### config.mk
export PLATFORM = sky130hd
export DESIGN_NAME = fixed_length_packet_framer
export DESIGN_NICKNAME = d
export VERILOG_FILES = /design/src/design/flpf_pkg.sv /design/src/design/flpf_front.sv /design/src/design/flpf_back.sv /design/src/design/fixed_length_packet_framer.sv
export SDC_FILE = /design/constraint.sdc
export NUM_CORES = 1
export LEC_CHECK = 0
export BUFFER_PORTS_ARGS = -buffer_cell sky130_fd_sc_hd__buf_2
export CORE_MARGIN = 5
export CORE_UTILIZATION = 54
export CTS_CLUSTER_DIAMETER = 200
export DETAILED_ROUTE_END_ITERATION = 10
export PLACE_DENSITY = 0.76
export RECOVER_POWER = 50
export SLEW_MARGIN = 20
export SYNTH_ARGS = -nofsm -noshare
export SYNTH_HDL_FRONTEND = slang
export SYNTH_SLANG_ARGS = --single-unit
### constraint.sdc
create_clock -name clk -period 2.85 [get_ports clk]
set_clock_uncertainty 0.05 [all_clocks]
set_input_delay 0.57 -clock clk [delete_from_list [all_inputs] [get_ports clk]]
set_output_delay 0.57 -clock clk [all_outputs]
set_load 0.05 [all_outputs]
### src/design/flpf_pkg.sv
`timescale 1ns / 1ps
// shared types and constants of the fixed-length packet framer
package flpf_pkg;

	localparam int PACKET_BYTES = 16;
	localparam int REPLY_BYTES = 3;
	localparam int IDX_W = $clog2(PACKET_BYTES);

	localparam logic [7:0] TIMEOUT_RESET = 8'd10;
	localparam logic REG_TIMEOUT_RELOAD = 1'b0;

	typedef enum logic [1:0] {
		OP_BYTE = 2'd0,
		OP_TICK = 2'd1,
		OP_SEND = 2'd2,
		OP_READ = 2'd3
	} op_t;

	typedef enum logic [1:0] {
		KIND_STATUS = 2'd0,
		KIND_REPLY = 2'd1,
		KIND_READ = 2'd2
	} kind_t;

	typedef struct packed {
		op_t op;
		logic [7:0] data;
		logic [IDX_W-1:0] rd_idx;
		logic rd_in_range;
	} entry_t;

	typedef struct packed {
		logic valid;
		entry_t entry;
	} queue_head_t;

endpackage

### src/design/flpf_front.sv
`timescale 1ns / 1ps
// request intake: decodes each request and queues it for the executor
module flpf_front (
	input logic clk,
	input logic arst_n,
	input logic in_valid,
	output logic in_ready,
	input logic [1:0] command,
	input logic [7:0] rx_byte,
	input logic [7:0] reply_byte,
	input logic [3:0] read_index,
	output flpf_pkg::queue_head_t head,
	input logic pop
);
	import flpf_pkg::*;

	entry_t entry_d;
	entry_t entry_q [2];
	logic wr_ptr_q;
	logic rd_ptr_q;
	logic [1:0] count_q;
	logic push;

	always_comb begin
		entry_d.op = op_t'(command);
		entry_d.data = (op_t'(command) == OP_SEND) ? reply_byte : rx_byte;
		entry_d.rd_idx = IDX_W'(read_index);
		entry_d.rd_in_range = 32'(read_index) < PACKET_BYTES;
	end

	assign in_ready = count_q != 2'd2;
	assign push = in_valid && in_ready;
	assign head.valid = count_q != 2'd0;
	assign head.entry = entry_q[rd_ptr_q];

	always_ff @(posedge clk or negedge arst_n) begin
		if (!arst_n) begin
			wr_ptr_q <= 1'b0;
			rd_ptr_q <= 1'b0;
			count_q <= 2'd0;
		end else begin
			if (push) wr_ptr_q <= !wr_ptr_q;
			if (pop) rd_ptr_q <= !rd_ptr_q;
			unique case ({push, pop})
				2'b10: count_q <= count_q + 2'd1;
				2'b01: count_q <= count_q - 2'd1;
				default: count_q <= count_q;
			endcase
		end
	end

	always_ff @(posedge clk) begin
		if (push) entry_q[wr_ptr_q] <= entry_d;
	end

	a_no_pop_empty: assert property (@(posedge clk) disable iff (!arst_n)
		pop |-> count_q != 2'd0)
		else $error("queue popped while empty");

endmodule

### src/design/flpf_back.sv
`timescale 1ns / 1ps
// executor: framing state, packet store, reply sequencing and result register
module flpf_back (
	input logic clk,
	input logic arst_n,
	input logic [7:0] timeout_reload,
	input flpf_pkg::queue_head_t head,
	output logic pop,
	output logic out_valid,
	input logic out_ready,
	output logic [1:0] result_kind,
	output logic [7:0] data_byte,
	output logic packet_complete,
	output logic checksum_ok,
	output logic last
);
	import flpf_pkg::*;

	typedef enum logic [2:0] {
		ST_CMD = 3'b001,
		ST_REPLY1 = 3'b010,
		ST_REPLY2 = 3'b100
	} step_t;

	logic [7:0] store_q [PACKET_BYTES];
	logic [IDX_W-1:0] wp_q;
	logic [7:0] sum_q;
	logic [7:0] tl_q;
	step_t step_q, step_d;

	logic out_valid_q;
	kind_t kind_q, kind_d;
	logic [7:0] data_q, data_d;
	logic complete_q, complete_d;
	logic ok_q, ok_d;
	logic last_q, last_d;

	logic out_free;
	logic load;
	logic send_start;
	logic [7:0] sum_base;
	logic wp_last;

	assign out_free = !out_valid_q || out_ready;
	assign sum_base = (wp_q == '0) ? 8'd0 : sum_q;
	assign wp_last = wp_q == IDX_W'(PACKET_BYTES - 1);

	always_comb begin
		pop = 1'b0;
		load = 1'b0;
		send_start = 1'b0;
		step_d = step_q;
		kind_d = KIND_STATUS;
		data_d = 8'd0;
		complete_d = 1'b0;
		ok_d = 1'b0;
		last_d = 1'b1;
		if (head.valid) begin
			unique case (step_q)
				ST_CMD: begin
					unique case (head.entry.op)
						OP_TICK: pop = 1'b1;
						OP_BYTE: begin
							if (out_free) begin
								pop = 1'b1;
								load = 1'b1;
								complete_d = wp_last;
								ok_d = wp_last && (sum_base == head.entry.data);
							end
						end
						OP_READ: begin
							if (out_free) begin
								pop = 1'b1;
								load = 1'b1;
								kind_d = KIND_READ;
								data_d = head.entry.rd_in_range ?
									store_q[head.entry.rd_idx] : 8'd0;
							end
						end
						OP_SEND: begin
							if (out_free) begin
								load = 1'b1;
								send_start = 1'b1;
								kind_d = KIND_REPLY;
								data_d = store_q[0];
								last_d = 1'b0;
								step_d = ST_REPLY1;
							end
						end
					endcase
				end
				ST_REPLY1: begin
					if (out_free) begin
						load = 1'b1;
						kind_d = KIND_REPLY;
						data_d = store_q[1];
						last_d = 1'b0;
						step_d = ST_REPLY2;
					end
				end
				ST_REPLY2: begin
					if (out_free) begin
						load = 1'b1;
						pop = 1'b1;
						kind_d = KIND_REPLY;
						data_d = store_q[2];
						step_d = ST_CMD;
					end
				end
				default: step_d = ST_CMD;
			endcase
		end
	end

	always_ff @(posedge clk or negedge arst_n) begin
		if (!arst_n) begin
			wp_q <= '0;
			sum_q <= 8'd0;
			tl_q <= TIMEOUT_RESET;
			step_q <= ST_CMD;
			out_valid_q <= 1'b0;
			for (int k = 0; k < PACKET_BYTES; k++) store_q[k] <= 8'd0;
		end else begin
			step_q <= step_d;
			if (load) out_valid_q <= 1'b1;
			else if (out_ready) out_valid_q <= 1'b0;

			if (send_start) begin
				store_q[1] <= head.entry.data;
				store_q[2] <= store_q[0] + head.entry.data;
				for (int k = REPLY_BYTES; k < PACKET_BYTES; k++) store_q[k] <= 8'd0;
				wp_q <= '0;
				sum_q <= 8'd0;
			end else if (pop && head.entry.op == OP_BYTE) begin
				tl_q <= timeout_reload;
				store_q[wp_q] <= head.entry.data;
				if (wp_last) begin
					wp_q <= '0;
					sum_q <= sum_base;
				end else begin
					wp_q <= wp_q + 1'b1;
					sum_q <= sum_base + head.entry.data;
				end
			end else if (pop && head.entry.op == OP_TICK && tl_q != 8'd0) begin
				tl_q <= tl_q - 8'd1;
				if (tl_q == 8'd1) wp_q <= '0;
			end
		end
	end

	always_ff @(posedge clk) begin
		if (load) begin
			kind_q <= kind_d;
			data_q <= data_d;
			complete_q <= complete_d;
			ok_q <= ok_d;
			last_q <= last_d;
		end
	end

	assign out_valid = out_valid_q;
	assign result_kind = kind_q;
	assign data_byte = data_q;
	assign packet_complete = complete_q;
	assign checksum_ok = ok_q;
	assign last = last_q;

	a_reply_holds_send: assert property (@(posedge clk) disable iff (!arst_n)
		step_q != ST_CMD |-> head.valid && head.entry.op == OP_SEND)
		else $error("reply sequence without a send request at the queue head");

	a_ok_needs_close: assert property (@(posedge clk) disable iff (!arst_n)
		out_valid_q && ok_q |-> complete_q && kind_q == KIND_STATUS)
		else $error("checksum flag on a result that closed no packet");

	a_reply_ends: assert property (@(posedge clk) disable iff (!arst_n)
		step_q == ST_REPLY2 && out_free |=> step_q == ST_CMD && out_valid_q && last_q)
		else $error("reply did not end with its final byte");

	a_close_rewinds: assert property (@(posedge clk) disable iff (!arst_n)
		pop && head.entry.op == OP_BYTE && wp_last |=> wp_q == '0)
		else $error("write index not rewound after a closed packet");

endmodule

### src/design/fixed_length_packet_framer.sv
`timescale 1ns / 1ps
// top level of the fixed-length packet framer
//
// requests come in on in_valid/in_ready with command, rx_byte, reply_byte and
// read_index; results leave on out_valid/out_ready with result_kind,
// data_byte, packet_complete, checksum_ok and last
// a received byte gives one status result, a timer tick gives none, a send
// gives three reply bytes and a read gives one stored byte
// a request is queued in a two-entry queue at acceptance; on an idle block its
// first result moves from the queue head to the output register; throughput is
// one request per cycle while out_ready stays high, but a send holds the
// executor for three reply bytes as the result register moves one byte a cycle
// the apb port holds timeout_reload at byte address 0, reset value 10
// reset clears the queue, the output register, framing state and the
// packet store at once; no clearing pass is needed
// while the receiver stalls the result register holds, the executor stops at
// the first request with a result, and in_ready falls once two are queued
module fixed_length_packet_framer (
	input logic clk,
	input logic arst_n,
	input logic in_valid,
	output logic in_ready,
	input logic [1:0] command,
	input logic [7:0] rx_byte,
	input logic [7:0] reply_byte,
	input logic [3:0] read_index,
	output logic out_valid,
	input logic out_ready,
	output logic [1:0] result_kind,
	output logic [7:0] data_byte,
	output logic packet_complete,
	output logic checksum_ok,
	output logic last,
	input logic psel,
	input logic penable,
	input logic pwrite,
	input logic [2:0] paddr,
	input logic [31:0] pwdata,
	output logic [31:0] prdata,
	output logic pready
);
	import flpf_pkg::*;

	logic [7:0] reload_q;
	queue_head_t head;
	logic pop;
	logic reg_hit;

	assign pready = 1'b1;
	assign reg_hit = paddr[2] == REG_TIMEOUT_RELOAD;
	assign prdata = reg_hit ? {24'd0, reload_q} : 32'd0;

	always_ff @(posedge clk or negedge arst_n) begin
		if (!arst_n) begin
			reload_q <= TIMEOUT_RESET;
		end else if (psel && penable && pwrite && pready && reg_hit) begin
			reload_q <= pwdata[7:0];
		end
	end

	flpf_front u_front (
		.clk(clk),
		.arst_n(arst_n),
		.in_valid(in_valid),
		.in_ready(in_ready),
		.command(command),
		.rx_byte(rx_byte),
		.reply_byte(reply_byte),
		.read_index(read_index),
		.head(head),
		.pop(pop)
	);

	flpf_back u_back (
		.clk(clk),
		.arst_n(arst_n),
		.timeout_reload(reload_q),
		.head(head),
		.pop(pop),
		.out_valid(out_valid),
		.out_ready(out_ready),
		.result_kind(result_kind),
		.data_byte(data_byte),
		.packet_complete(packet_complete),
		.checksum_ok(checksum_ok),
		.last(last)
	);

endmodule
==> summary.txt <==
Timing
  – Worst setup margin: 0.0351 ns
  – Final hold slack: 0.215 ns
  – Max-slew violations: 0
  – Setup_tns: 0 ns
  – RSZ-0062 raised after global routing: true
  – Worst-margin pin slew: 1.14 ns
  – Fmax achieved: 355 MHz
  – Slew HR: 24.3%
  – Final hold vios: 0
  – Min cycle time layout: 2.81 ns
  – Period utilization: 98.8%
  – Finish-stage setup viols: 0

Layout
  – Most common cell after layout, fill and taps aside: dfrtp_1
  – Final core utilization: 63.2%
  – Most frequent cells in the layout: 159 x dfrtp_1, 133 x nor2_1, 66 x a211oi_1
  – Layout filler cell count: 1,522
  – Area Growth Syn to Fin: 15.6%
  – Nets: 1,150
  – Antenna fix cells: 0
  – Fraction of layout cells with a size suffix above 1: 27.7%

Place
  – Place WS: -0.199 ns
  – DP HPWL: 17,900 µm
  – Routability cong.: 0.944
  – Port Buffers: 60

Route
  – WL/cell: 20.1 µm
  – DRC viols: 0
  – Drt total wl: 27,000 µm
  – Total number of vias: 8,017
  – Avg Vias per Cell: 5.97
  – Routed Antenna Nets: 0
  – DR pass1 iterations: 7
  – 1st-iter DRT viols: 747

Yosys
  – Synth warn: 0
  – Post-synth top area cell: dfrtp_1
  – Main synth FF type: dfrtp_1
  – Post-Syn Area: 11,100 µm²
  – Seq/Total Area, Yosys: 48.3%
  – Post-synthesis async set-or-reset flop share: 80.0%
  – Yosys cell types: 74
  – Top post-synthesis cells by area: dfrtp_1 36%, edfxtp_1 11%, mux4_2 5.9%
  – Seq cells post-synth: 205
  – Synth Area per Inst: 11.4 µm²
  – Yosys top cell area share: 36.0%
  – Number of synthesized flops with an enable pin: 41
  – Synthesized instance count: 972

Power
  – Reg power frac: 33.5%
  – Static Leak: 5.41 nW
  – Switching Fraction: 40.0%
  – Power per cell area: 939 nW/µm²
  – Clk pwr share: 22.9%
  – Comb pwr share: 43.6%
  – Worst VDD drop: 0.000531 V
  – Switching power total: 4.81 mW
  – Internal power: 7.19 mW

Clock tree
  – Worst-skew pair later-pin latency: 0.50 ns
  – Longest Clk Path Bufs: 3
  – TritonCTS buffer count: 23
  – H-tree Lvls: 1
  – Worst-path clk slew: 0.06 ns
  – Root Buffer: clkbuf_16
  – CTS sink count: 205
  – CTS tree: done

Hold path
  – Hold_sp: read_index[1]
  – HP Class: in2reg

Critical path
  – Beginning of the critical path: u_back.wp_q[1]$_DFFE_PN0P_
  – Class of the most critical setup path: reg2reg
  – Critical Path Sink Type: flip-flop
  – RR Startpoint: u_back.wp_q[1]$_DFFE_PN0P_
  – Critical path data required time: 3.23 ns
  – Critical-path cell list: inv_2, ha_4, nor3b_4, and2b_1, ha_2, inv_2, fa_2, nor2b_1, o31a_1, o21a_1, o21ai_1, or3b_4, a21oi_2
  – Largest stage delay, worst path: 0.40 ns
  – Critical Path Fanout Max: 4
  – Crit-path most repeated cell: inv_2
  – Startpoint types: flip-flop
  – CP arrival: 3.19 ns
  – Slowest cell on crit path: dfrtp_1

Floorplan
  – Starting density of the core: 54.7%
  – Core area: 20,200 µm²
  – Placement Rows: 52
  – Die ar.: 23,400 µm²
  – Die extent in x: 153 µm
  – Die span in y: 153 µm
  – Num ports: 112

Global routing
  – Overflow after GRT: 0
  – Global-route wire length before repair: 42,200 µm
  – Antenna violations before repair: 0
  – GRT Total Usage: 22.1%
  – Largest net degree at the start of global routing: 74
  – Vias in the first global route: 7,789

Status
  – Status: finished clean

Job
  – Number of max-cap violations: 0
[synth_stat cells, drive strengths merged (4+ instances only)]
cell type / instances
a21oi: 26
nand3: 7
edfxtp: 41
and2b: 4
a22oi: 19
mux4: 30
dfrtp: 159
a211oi: 108
buf: 80
and3: 15
dfstp: 5
o211ai: 10
o21ai: 32
ha: 26
xnor2: 10
o21a: 5
nor3: 19
clkbuf: 16
nor2b: 24
mux2: 25
nor2: 139
nand2: 50
mux2i: 36
inv: 27
nand2b: 6
[routing by layer]
layer | vias to the layer above | wire (µm) | track usage, %
li1 | 3665 | - | -
met4 | 0 | 913 | 7.13
met3 | 57 | 1930 | 3.42
met5 | - | 0 | 0
met2 | 325 | 12600 | 34.9
met1 | 3970 | 11600 | 31.7
[through the flow]
| step | instance area (µm²) | std cells | power [mW] |
|---|---|---|---|
| 3_3_place_gp | 11800 | 1292 | 8.82 |
| 2_1_floorplan | 11200 | 995 | 7.46 |
| 3_5_place_dp | 11800 | 1292 | 8.94 |
| 6_report | 12800 | 1343 | 12.0 |
| 4_1_cts | 12600 | 1333 | 11.8 |
| 5_1_grt | 12800 | 1343 | 12.6 |
[worst max-delay path, delay by kind of cell (launching register included)]
family | cells | cell delay [ns]
buffers and inverters | 2 | 0.16
and+or+nand+nor | 4 | 0.92
AOI/OAI and AO/OA | 4 | 0.70
adders and majority gates | 3 | 0.53
DFF | 1 | 0.40
[sequential cells by signal, indices dropped and copies added (netlist names)]
name and flops:
u_back.store_q 128, u_front.entry_q 28, reload_q 8, u_back.data_byte 8, u_back.sum_q 8, u_back.tl_q 8
u_back.wp_q 4, u_back.step_q 3, u_back.result_kind 2, u_front.count_q 2, u_back.checksum_ok 1, u_back.last 1
u_back.out_valid 1, u_back.packet_complete 1, u_front.rd_ptr_q 1, u_front.wr_ptr_q 1
[path summary, 6_finish.rpt]
path / to / slack [ns] / depth (start not counted)
max: u_back.sum_q[6]$_DFFE_PN0P_ / 0.04 / 13
min: u_front.entry_q[0][1]$_DFFE_PP_ / 0.21 / 1
max reg2reg: u_back.sum_q[6]$_DFFE_PN0P_ / 0.04 / 13
min reg2reg: u_front.wr_ptr_q$_DFFE_PN0P_ / 0.44 / 1
max in group asynchronous: u_back.store_q[105]$_DFFE_PN0P_ / 0.59 / 3
min in group asynchronous: u_back.store_q[0]$_DFFE_PN0P_ / 0.79 / 2
[power by group through the flow]
| stage | clock network [mW] | registers [mW] | logic (mW) |
|---|---|---|---|
| floorplan | 0 | 4.24 | 3.22 |
| global placement | 0 | 4.02 | 4.80 |
| detailed placement | 0 | 4.05 | 4.89 |
| CTS | 2.80 | 4.00 | 4.96 |
| global route | 2.93 | 4.08 | 5.61 |
| finish | 2.75 | 4.02 | 5.23 |
[logic make-up (layout without fill, tap and decap cells)]
kind of cell	count (synthesis)	after routing	share of synthesized area, %
xor gates and xnor gates	13	13	1.03
muxes	91	91	12.1
adders and majority gates	28	28	3.30
buffers and inverters	123	199	7.01
AOI/OAI and AO/OA	229	231	16.1
and+or+nand+nor	281	281	12.2
DFF	205	205	48.3
other	2	25	0.0679
[area by class of cell]
| class | instances | area, µm² | share of cell area [%] |
|---|---|---|---|
| clock buffer | 34 | 657 | 5.14 |
| clock inverter | 6 | 35.0 | 0.274 |
| inverter | 27 | 101 | 0.793 |
| multi-input combinational | 669 | 5270 | 41.2 |
| sequential | 205 | 5340 | 41.8 |
| tap | 270 | 338 | 2.64 |
| timing repair buffer | 132 | 1040 | 8.17 |
[timing repair]
action,in CTS,in global routing
hold buffers,1,0
pin swaps,2,10
endpoints found under the hold margin,41,0
cloned,0,3
setup buffers,0,7
setup endpoints to repair,14,138
gates resized for setup,9,39
Note: power is estimated with default switching activity, not from simulation.
